### src/hw/rtl/tons_pkg.sv
package tons_pkg;

  localparam int TableDepth = 256;
  localparam int IdxW       = $clog2(TableDepth);
  localparam int CntW       = IdxW + 1;

  typedef enum logic [1:0] {
    FN_INSERT = 2'd0,
    FN_QUERY  = 2'd1,
    FN_READ   = 2'd2,
    FN_NONE   = 2'd3
  } func_e;

  typedef enum logic [1:0] {
    OC_OK      = 2'd0,
    OC_FULL    = 2'd1,
    OC_EMPTY   = 2'd2,
    OC_BAD_IDX = 2'd3
  } outcome_e;

  typedef enum logic [2:0] {
    S_IDLE,
    S_DISPATCH,
    S_INS_RD,
    S_INS_EV,
    S_QRY_RD,
    S_QRY_EV,
    S_RD_EV,
    S_DONE
  } state_e;

  typedef enum logic [1:0] {
    RD_HOLE,
    RD_PTR,
    RD_IDX
  } rd_sel_e;

  typedef enum logic [1:0] {
    RK_PLAIN,
    RK_QUERY,
    RK_ENTRY
  } res_kind_e;

  // first member sits in the top bits
  typedef struct packed {
    logic [3:0]  instr;
    logic [6:0]  vel;
    logic [6:0]  key;
    logic [7:0]  status;
    logic [15:0] tick;
    logic [3:0]  beat;
    logic [8:0]  bar;
  } note_t;

  localparam int NoteW = $bits(note_t);

  typedef struct packed {
    logic [7:0]  entry_index;
    logic [15:0] end_tick;
    logic [8:0]  end_bar;
    note_t       note;
  } req_t;

  typedef struct packed {
    note_t      entry;
    logic [8:0] match_count;
    logic [7:0] first_index;
  } res_t;

  typedef struct packed {
    logic      load;
    logic      ptr_top;
    logic      ptr_clr;
    logic      ptr_dec;
    logic      ptr_inc;
    rd_sel_e   rd_sel;
    logic      wr_move;
    logic      wr_new;
    logic      cnt_inc;
    logic      acc;
    logic      res_load;
    res_kind_e res_kind;
    outcome_e  res_outcome;
    logic      out_load;
  } cmd_t;

  typedef struct packed {
    func_e func;
    logic  full;
    logic  ptr_zero;
    logic  ptr_at_cnt;
    logic  brk;
    logic  qry_bad;
    logic  idx_bad;
    logic  out_free;
  } sts_t;

endpackage

### src/hw/rtl/tons_ctrl.sv
module tons_ctrl import tons_pkg::*; (
  input  logic clk_i,
  input  logic rst_ni,
  input  logic s_valid_i,
  output logic s_ready_o,
  input  sts_t sts_i,
  output cmd_t cmd_o
);

  state_e state_q, state_d;

  always_ff @(posedge clk_i or negedge rst_ni) begin
    if (!rst_ni) begin
      state_q <= S_IDLE;
    end else begin
      state_q <= state_d;
    end
  end

  always_comb begin
    state_d = state_q;
    cmd_o = '0;
    cmd_o.rd_sel = RD_PTR;
    cmd_o.res_kind = RK_PLAIN;
    cmd_o.res_outcome = OC_OK;
    s_ready_o = 1'b0;
    unique case (state_q)
      S_IDLE: begin
        s_ready_o = 1'b1;
        if (s_valid_i) begin
          cmd_o.load = 1'b1;
          state_d = S_DISPATCH;
        end
      end
      S_DISPATCH: begin
        unique case (sts_i.func)
          FN_INSERT: begin
            if (sts_i.full) begin
              cmd_o.res_load = 1'b1;
              cmd_o.res_outcome = OC_FULL;
              state_d = S_DONE;
            end else begin
              cmd_o.ptr_top = 1'b1;
              state_d = S_INS_RD;
            end
          end
          FN_QUERY: begin
            if (sts_i.qry_bad) begin
              cmd_o.res_load = 1'b1;
              cmd_o.res_outcome = OC_EMPTY;
              state_d = S_DONE;
            end else begin
              cmd_o.ptr_clr = 1'b1;
              state_d = S_QRY_RD;
            end
          end
          FN_READ: begin
            if (sts_i.idx_bad) begin
              cmd_o.res_load = 1'b1;
              cmd_o.res_outcome = OC_BAD_IDX;
              state_d = S_DONE;
            end else begin
              cmd_o.rd_sel = RD_IDX;
              state_d = S_RD_EV;
            end
          end
          default: begin
            cmd_o.res_load = 1'b1;
            state_d = S_DONE;
          end
        endcase
      end
      S_INS_RD: begin
        cmd_o.rd_sel = RD_HOLE;
        if (sts_i.ptr_zero) begin
          cmd_o.wr_new = 1'b1;
          cmd_o.cnt_inc = 1'b1;
          cmd_o.res_load = 1'b1;
          state_d = S_DONE;
        end else begin
          state_d = S_INS_EV;
        end
      end
      S_INS_EV: begin
        if (sts_i.brk) begin
          cmd_o.wr_move = 1'b1;
          cmd_o.ptr_dec = 1'b1;
          state_d = S_INS_RD;
        end else begin
          cmd_o.wr_new = 1'b1;
          cmd_o.cnt_inc = 1'b1;
          cmd_o.res_load = 1'b1;
          state_d = S_DONE;
        end
      end
      S_QRY_RD: begin
        if (sts_i.ptr_at_cnt) begin
          cmd_o.res_load = 1'b1;
          cmd_o.res_kind = RK_QUERY;
          state_d = S_DONE;
        end else begin
          state_d = S_QRY_EV;
        end
      end
      S_QRY_EV: begin
        cmd_o.acc = 1'b1;
        cmd_o.ptr_inc = 1'b1;
        state_d = S_QRY_RD;
      end
      S_RD_EV: begin
        cmd_o.res_load = 1'b1;
        cmd_o.res_kind = RK_ENTRY;
        state_d = S_DONE;
      end
      S_DONE: begin
        if (sts_i.out_free) begin
          cmd_o.out_load = 1'b1;
          state_d = S_IDLE;
        end
      end
      default: state_d = S_IDLE;
    endcase
  end

endmodule

### config.mk
export PLATFORM = sky130hd
export DESIGN_NAME = tons_ctrl
export DESIGN_NICKNAME = d
export VERILOG_FILES = /design/src/hw/rtl/tons_pkg.sv /design/src/hw/rtl/tons_ctrl.sv
export SDC_FILE = /design/constraint.sdc
export NUM_CORES = 1
export LEC_CHECK = 0
export ABC_AREA = 1
export BUFFER_PORTS_ARGS = -buffer_cell sky130_fd_sc_hd__buf_2
export CAP_MARGIN = 10
export CELL_PAD_IN_SITES_DETAIL_PLACEMENT = 1
export CELL_PAD_IN_SITES_GLOBAL_PLACEMENT = 2
export CORE_MARGIN = 2
export CORE_UTILIZATION = 16
export CTS_CLUSTER_DIAMETER = 100
export DETAILED_ROUTE_END_ITERATION = 6
export PLACE_DENSITY = 0.74
export SLEW_MARGIN = 0
export SYNTH_ARGS = -nofsm -noshare
export SYNTH_HDL_FRONTEND = slang
export SYNTH_SLANG_ARGS = --single-unit
### constraint.sdc
create_clock -name clk_i -period 1.1 [get_ports clk_i]
set_input_delay 0.11 -clock clk_i [delete_from_list [all_inputs] [get_ports clk_i]]
set_output_delay 0.11 -clock clk_i [all_outputs]
set_load 0.02 [all_outputs]
==> impl_metrics.tcl, run 1 <==
set metrics [dict create \
    violations "negative setup slack" \
    worst-path-max-fanout 5 \
    p_int_uw 1400 \
    finish.instance_area_um2 1090 \
    netSwitchingFraction 0.495 \
    cp-end-kind "primary output" \
    cts_root_buffer "clkbuf_4" \
    ys_top_cells_by_area "dfrtp_1, nand2_1, ha_1, inv_1, nor3_1" \
    track_usage 0.133 \
    io_buffers 29 \
    rrSetupSlack_ns -0.17 \
    clock-sinks 3 \
    cts_tree "done" \
    synth-seq-area-share 0.169 \
    crit_buf_inv 2 \
    die-area_um2 3210 \
    grt_overflow 0 \
    status "finished with violations" \
    placedInstanceArea_um2 876 \
    yosysMostFrequentCell "nand2_1" \
    synth.cell_area_um2 443 \
    clock_latency_ns 0.24 \
    cp_data_required_time_ns 0.99 \
    dp_cells 145 \
    final_max_slew_viol_count 0 \
    detail-route-antenna-nets 0 \
    wl_per_cell_um 12.1 \
    hold_path.class "input port to asynchronous set/reset pin" \
    grt_pass1_vias 696 \
    dp_hpwl_um 1470 \
    rr_endpoint "state_q[2]$_DFFE_PN0P_" \
    p_leak_uw 0.000563 \
    yosysUniqueCellTypes 20 \
    diodes 0 \
    setup_slack_ns -0.390 \
    path_delay_family "flip-flops" \
    hold_viol_final 0 \
    clk_pin_slew_ns 0.04 \
    cp-start-kind "flip-flop" \
    layoutNonFillerInstCount 155 \
    synth_area_leader_cell "dfrtp_1" \
    synth-edff-count 0 \
    endpoint "cmd_o[2]" \
    post-route-min-period_ns 1.49 \
    final_core_util 0.407 \
    setup_violations 21 \
    initial_core_util 0.165 \
    p_switching_uw 1370 \
    worst-endpoint-arrival_ns 1.38 \
    layout-drive-gt1-share 0.702 \
    synth_fp_nets 87 \
    synth_seq_cells 3 \
    top_regs "state_q x3" \
    nNetsFinal 141 \
    antenna_found_initial 0 \
    critPathSlowestCell "dfrtp_2" \
    crit_type "flip-flop to primary output" \
    p_clk_frac 0.074 \
    async_flop_share 1.00 \
    grt_setup_unrepaired "yes" \
    grt_max_degree 6 \
    synth_area_per_cell_um2 6.24 \
    maxCapViolCount 0 \
    slew_headroom 0.839 \
    grt_pass1_wl_um 3080 \
    yosysWarnings 0 \
    crit_cells 4 \
    drtIter0Drc 5 \
    largest_register_ffs 3 \
    gp_congestion 0.763 \
    pwr-share-comb 0.812 \
    fmax_mhz 671 \
    ir_drop_uv 1370 \
    num_io_pins 30 \
    skew_ns 0.000368 \
    routed_wl_um 1880 \
    max-clock-path-buffers 2 \
    syn_to_final_growth_pct 147 \
    ff2ff_path_depth 6 \
    crit_chain "inv_4 -> nand3_4 -> a211oi_2 -> buf_4" \
    h-tree-depth 1 \
    drc 0 \
    num_vias 660 \
    synth_ff_type "dfrtp_1" \
    r2r-start "state_q[0]$_DFFE_PN0P_" \
    tightest_slew_ns 0.241 \
    std_cell_rows 19 \
    seq_power_share 0.114 \
    powerDensity_nw_per_um2 2540 \
    netlist.area_leader.share 0.169 \
    numCtsBuffers 3 \
    critical_path.max_stage_delay_ns 0.45 \
    dieHeight_um 56.6 \
    crit_start "state_q[1]$_DFFE_PN0P_" \
    fin_crit_sh 1.35 \
    avgViaCountPerCell 4.26 \
    core-area_um2 2690 \
    die-width_um 56.6 \
    synth_cells 71 \
    top_register "state_q" \
    synth_common_cells "nand2_1, inv_1, nor3_1, inv_2, nor2_1" \
    drtPass1Iterations 3 \
]
==> cell families (layout without fill, tap and decap cells) <==
kind of cell | Yosys count | in the layout | share of synthesized area
and+or+nand+nor | 38 | 38 | 0.438
buffers and inverters | 19 | 72 | 0.186
AOI/OAI and AO/OA | 7 | 7 | 0.0932
adders and majority gates | 4 | 4 | 0.113
DFF | 3 | 3 | 0.169
==> worst min path at each step <==
stage                     startpoint                     end  slack [ns]  cells after the start
final                         rst_ni  state_q[1]$_DFFE_PN0P_        0.20                      2
after global routing          rst_ni  state_q[1]$_DFFE_PN0P_        0.22                      2
after CTS                     rst_ni  state_q[1]$_DFFE_PN0P_        0.20                      2
after detailed placement      rst_ni  state_q[2]$_DFFE_PN0P_       -0.08                      1
after global placement        rst_ni  state_q[2]$_DFFE_PN0P_       -0.09                      1
after floorplan               rst_ni  state_q[0]$_DFFE_PN0P_       -0.19                      0
==> cells in the final DEF, fill, tap and decap left out, types with 3 or more instances in the layout <==
cell,synthesis,layout
nand2_1,15,14
buf_6,0,13
nor2_4,0,6
nor3_2,2,3
inv_4,0,3
dfrtp_2,0,3
buf_4,3,24
ha_1,4,4
inv_1,11,10
nor3_4,0,5
buf_2,0,13
clkbuf_4,0,3
==> layout make-up <==
| cell class | instances | area, µm² |
|---|---|---|
| Clock buffer | 4 | 26.3 |
| Sequential cell | 3 | 78.8 |
| Inverter | 16 | 72.6 |
| Timing Repair Buffer | 52 | 422 |
| Multi-Input combinational cell | 49 | 455 |
| Tap cell | 31 | 38.8 |
| Fill cell | 326 | 1590 |
==> stage by stage <==
step / total power [µW] / setup WS [ns] / TNS, ns / hold WS (ns)
finish: 2770 / -0.390 / -5.89 / 0.197
global route: 2970 / -0.413 / -7.05 / 0.224
CTS: 2710 / -0.338 / -5.60 / 0.199
detailed placement: 2070 / -0.128 / -1.34 / -0.0819
global placement: 2040 / -0.128 / -1.10 / -0.0878
floorplan: 1400 / -0.121 / -0.715 / -0.186
==> routing by layer <==
layer	part of all wire	track usage
met1	0.35	0.132
met2	0.56	0.243
met3	0.051	0.0138
met4	0.036	0.112
met5	0	0
==> power by group through the flow <==
stage / Combinational (µW) / Clock, µW / Sequential [µW]
global placement: 1720 / 0 / 321
global route: 2420 / 215 / 326
floorplan: 1060 / 0 / 334
detailed placement: 1750 / 0 / 323
CTS: 2190 / 209 / 309
finish: 2250 / 205 / 316
==> repair_timing <==
item,CTS,global route
hold buffers,1,0
hold endpoints to repair,3,0
cloned,0,0
pin swaps,7,1
setup buffers,5,0
resized for setup,35,5
endpoints found under the setup margin,21,21
(Power assumes the default switching activity.)
==> run 2: changes to the inputs <==
--- a/config.mk
+++ b/config.mk
@@ -10,6 +10,7 @@
 export CAP_MARGIN = 10
 export CELL_PAD_IN_SITES_DETAIL_PLACEMENT = 1
 export CELL_PAD_IN_SITES_GLOBAL_PLACEMENT = 2
+export CORE_ASPECT_RATIO = 1.2
 export CORE_MARGIN = 2
 export CORE_UTILIZATION = 16
 export CTS_CLUSTER_DIAMETER = 100
==> impl_metrics.tcl, run 2 (synthesis gave the netlist of run 1 again) <==
set metrics [dict create \
    tightest_slew_ns 0.215 \
    maxCapViolCount 0 \
    io_buffers 29 \
    grt_setup_unrepaired "yes" \
    top_register "state_q" \
    ir_drop_uv 1400 \
    cp-end-kind "primary output" \
    post-route-min-period_ns 1.45 \
    final_cell_mix "buf_6, buf_4, nand2_1, buf_2, inv_1" \
    max-clock-path-buffers 2 \
    dp_cells 143 \
    final_max_slew_viol_count 0 \
    die-area_um2 3210 \
    detail-route-antenna-nets 0 \
    pre_cts_ws_ns -0.131 \
    setup_slack_ns -0.347 \
    r2r-start "state_q[1]$_DFFE_PN0P_" \
    dieHeight_um 61.6 \
    grt_max_degree 7 \
    status "finished with violations" \
    grt_pass1_wl_um 2690 \
    powerDensity_nw_per_um2 2580 \
    p_clk_frac 0.067 \
    p_int_uw 1530 \
    cp_data_required_time_ns 0.99 \
    regArea_um2 78.8 \
    nNetsFinal 141 \
    pwr-share-comb 0.829 \
    nFillCells 312 \
    crit_chain "clkinv_4 -> nand2_4 -> buf_4 -> nor3_4 -> buf_6" \
    diodes 0 \
    worst-path-max-fanout 5 \
    layout-drive-gt1-share 0.702 \
    final_core_util 0.439 \
    core-area_um2 2580 \
    drc 0 \
    clk_pin_slew_ns 0.04 \
    grt_pass1_vias 638 \
    initial_core_util 0.172 \
    num_io_pins 30 \
    numCtsBuffers 3 \
    largest_register_ffs 3 \
    top_regs "state_q x3" \
    wl_per_cell_um 10.9 \
    netSwitchingFraction 0.476 \
    drtPass1Iterations 3 \
    track_usage 0.116 \
    slew_headroom 0.857 \
    cts_root_buffer "clkbuf_4" \
    dp_hpwl_um 1330 \
    layoutNonFillerInstCount 157 \
    p_leak_uw 0.000577 \
    clock_latency_ns 0.23 \
    routed_wl_um 1720 \
    p_switching_uw 1390 \
    hold_viol_final 0 \
    seq_power_share 0.104 \
    cts_tree "done" \
    gp_congestion 0.757 \
    rrSetupSlack_ns -0.15 \
    skew_ns 0.00446 \
    h-tree-depth 1 \
    ff2ff_path_depth 7 \
    avgViaCountPerCell 4.07 \
    crit_type "flip-flop to primary output" \
    clock-sinks 3 \
    multiInputGateArea_um2 453 \
    syn_to_final_growth_pct 155 \
    critPathSlowestCell "dfrtp_2" \
    violations "negative setup slack" \
    critical_path.max_stage_delay_ns 0.42 \
    drtIter0Drc 3 \
    grt_overflow 0 \
    total_power_uw 2910 \
    num_vias 639 \
    std_cell_rows 20 \
    die-width_um 52.0 \
    final_common_cell "buf_6" \
    rr_endpoint "state_q[1]$_DFFE_PN0P_" \
    cp-start-kind "flip-flop" \
    worst-endpoint-arrival_ns 1.34 \
    fmax_mhz 691 \
    antenna_found_initial 0 \
    setup_violations 21 \
    fin_crit_sh 1.32 \
    hold_path.class "input port to asynchronous set/reset pin" \
]
==> run 2: critical path: cells and delay by family (launching register included) <==
family	cells	cell delay, ns
AND/OR/NAND/NOR	2	0.29
buffers and inverters	3	0.38
flip-flops	1	0.42
==> run 2: cell type report <==
type                       count  share of cell area
clock buffer                   4              0.0232
tap                           33              0.0365
sequential                     3              0.0697
multi-input combinational     49               0.400
inverter                      16              0.0664
timing repair buffer          52               0.404
==> run 2: worst max-delay path by stage <==
stage	startpoint	end	slack, ns	cells after the start
6_report	state_q[2]$_DFFE_PN0P_	cmd_o[9]	-0.35	5
5_1_grt	state_q[0]$_DFFE_PN0P_	cmd_o[5]	-0.40	5
4_1_cts	state_q[0]$_DFFE_PN0P_	cmd_o[5]	-0.34	6
3_5_place_dp	sts_i[8]	cmd_o[5]	-0.13	8
3_3_place_gp	state_q[0]$_DFFE_PN0P_	cmd_o[5]	-0.12	6
2_1_floorplan	state_q[2]$_DFFE_PN0P_	cmd_o[10]	-0.12	4
==> run 2: what timing repair did <==
action / in CTS / in global routing
setup buffers: 2 / 8
endpoints found under the setup margin: 20 / 21
pin swaps: 7 / 8
gates resized for setup: 36 / 12
hold buffers: 1 / 0
endpoints found under the hold margin: 3 / 0
==> run 2: metal layers <==
layer,track usage,vias to the layer above,part of all wire
met5,0,-,0
met4,0.0564,0,0.0047
met3,0.0316,2,0.053
met2,0.210,21,0.57
met1,0.124,282,0.37
li1,-,334,-
==> run 2: power groups by stage <==
stage	logic, µW	registers [µW]	clock network (µW)
after floorplan	1060	334	0
after global placement	1710	324	0
after detailed placement	1740	328	0
after CTS	2090	318	206
after global routing	2580	314	221
final	2420	303	195
==> run 2: stage by stage <==
stage	TNS (ns)	hold slack [ns]	cell area, µm²
after floorplan	-0.715	-0.186	578
after global placement	-1.00	-0.0885	861
after detailed placement	-1.22	-0.0886	861
after CTS	-5.55	0.195	1030
after global routing	-6.84	0.197	1130
final	-5.46	0.205	1130
==> run 3: changes to the inputs <==
--- a/config.mk
+++ b/config.mk
@@ -16,6 +16,8 @@
 export CTS_CLUSTER_DIAMETER = 100
 export DETAILED_ROUTE_END_ITERATION = 6
 export PLACE_DENSITY = 0.74
+export RECOVER_POWER = 25
+export SKIP_LAST_GASP = 1
 export SLEW_MARGIN = 0
 export SYNTH_ARGS = -nofsm -noshare
 export SYNTH_HDL_FRONTEND = slang
==> impl_metrics.tcl, run 3 (synthesis gave the netlist of run 1 again) <==
set metrics [dict create \
    p_clk_frac 0.068 \
    setup_slack_ns -0.348 \
    finish.instance_area_um2 1120 \
    cts_tree "done" \
    nFillCells 313 \
    dp_hpwl_um 1330 \
    die-width_um 52.0 \
    num_vias 639 \
    grt_setup_unrepaired "yes" \
    cts_root_buffer "clkbuf_4" \
    grt_max_degree 7 \
    fin_crit_sh 1.32 \
    final_common_cell "buf_4" \
    drtPass1Iterations 3 \
    setup_violations 21 \
    drc 0 \
    placedInstanceArea_um2 861 \
    p_leak_uw 0.000572 \
    num_io_pins 30 \
    layout-drive-gt1-share 0.694 \
    layoutNonFillerInstCount 157 \
    critical_path.max_stage_delay_ns 0.42 \
    post-route-min-period_ns 1.45 \
    violations "negative setup slack" \
    track_usage 0.116 \
    p_int_uw 1500 \
    clock_latency_ns 0.23 \
    setup_tns_ns -5.51 \
    grt_util_met3 0.0316 \
    top_regs "state_q x3" \
    path_delay_family "flip-flops" \
    dieHeight_um 61.6 \
    top_usage_layer "met2" \
    largest_register_ffs 3 \
    critPathSlowestCell "dfrtp_2" \
    pwr-share-comb 0.827 \
    netSwitchingFraction 0.479 \
    dp_cells 143 \
    whs_ns 0.217 \
    gr-usage-met1 0.124 \
    die-area_um2 3210 \
    detail-route-antenna-nets 0 \
    max-clock-path-buffers 2 \
    clk_pin_slew_ns 0.04 \
    grt_pass1_vias 638 \
    top_register "state_q" \
    wl_per_cell_um 11.1 \
    io_buffers 29 \
    crit_buf_inv 3 \
    total_power_uw 2880 \
    grt_overflow 0 \
    worst-endpoint-arrival_ns 1.34 \
    drtIter0Drc 4 \
    hold_path.class "input port to asynchronous set/reset pin" \
    tightest_slew_ns 0.215 \
    core-area_um2 2580 \
    crit_type "flip-flop to primary output" \
    ir_drop_uv 1390 \
    maxCapViolCount 0 \
    std_cell_rows 20 \
    h-tree-depth 1 \
    powerDensity_nw_per_um2 2580 \
    slew_headroom 0.857 \
    fmax_mhz 691 \
    gp_congestion 0.757 \
    worst-path-max-fanout 5 \
    nNetsFinal 141 \
    grt_pass1_wl_um 2690 \
    hold_viol_final 0 \
    clock-sinks 3 \
    use_met2 0.210 \
    routed_wl_um 1740 \
    avgViaCountPerCell 4.07 \
    syn_to_final_growth_pct 153 \
    crit_chain "clkinv_4 -> nand2_4 -> buf_4 -> nor3_4 -> buf_6" \
    skew_ns 0.00361 \
    antenna_found_initial 0 \
    final_max_slew_viol_count 0 \
    initial_core_util 0.172 \
    seq_power_share 0.105 \
    final_cell_mix "buf_4, buf_6, nand2_1, buf_2, inv_1" \
    diodes 0 \
    cp_data_required_time_ns 0.99 \
    cp-start-kind "flip-flop" \
    numCtsBuffers 3 \
    p_switching_uw 1380 \
    cp-end-kind "primary output" \
    status "finished with violations" \
]
run 3: path summary, 6_finish.rpt:
| path | start | to | slack, ns | depth (start not counted) |
|---|---|---|---|---|
| setup / recovery | state_q[2]$_DFFE_PN0P_ | cmd_o[9] | -0.35 | 5 |
| hold / removal | rst_ni | state_q[2]$_DFFE_PN0P_ | 0.22 | 2 |
| setup reg to reg | state_q[1]$_DFFE_PN0P_ | state_q[1]$_DFFE_PN0P_ | -0.15 | 7 |
| hold reg to reg | state_q[1]$_DFFE_PN0P_ | state_q[1]$_DFFE_PN0P_ | 0.77 | 3 |
| max in group asynchronous | rst_ni | state_q[0]$_DFFE_PN0P_ | 0.71 | 2 |
| min in group clk_i | s_valid_i | state_q[0]$_DFFE_PN0P_ | 0.28 | 7 |
run 3: layer usage:
metal / wire, µm / vias up / share of wire
met5: 0 / - / 0
li1: - / 334 / -
met4: 8 / 0 / 0.0046
met1: 644 / 282 / 0.37
met3: 91 / 2 / 0.052
met2: 998 / 21 / 0.57
run 3: cell type report:
cell class / count / area, µm² / area share
Multi-Input combinational cell: 49 / 453 / 0.405
Clock buffer: 4 / 26.3 / 0.0235
Sequential cell: 3 / 78.8 / 0.0705
Inverter: 16 / 75.1 / 0.0671
Timing Repair Buffer: 52 / 444 / 0.397
Tap cell: 33 / 41.3 / 0.0369
run 3: stage by stage:
| step | setup WS (ns) | utilization |
|---|---|---|
| global route | -0.400 | 0.434 |
| finish | -0.348 | 0.434 |
| floorplan | -0.121 | - |
| global placement | -0.123 | 0.334 |
| detailed placement | -0.131 | 0.334 |
| CTS | -0.340 | 0.397 |
run 3: power by group through the flow:
| stage | clock [µW] | combinational, µW | sequential, µW |
|---|---|---|---|
| finish | 196 | 2380 | 303 |
| global route | 219 | 2550 | 314 |
| CTS | 206 | 2060 | 318 |
| detailed placement | 0 | 1740 | 328 |
| global placement | 0 | 1710 | 324 |
| floorplan | 0 | 1060 | 334 |
run 3: what timing repair did:
| item | in CTS | in global routing |
|---|---|---|
| hold endpoints to repair | 3 | 0 |
| buffers inserted | 2 | 8 |
| setup endpoints to repair | 20 | 21 |
| hold buffers | 1 | 0 |
| pin swaps | 7 | 8 |
| resized for setup | 33 | 12 |
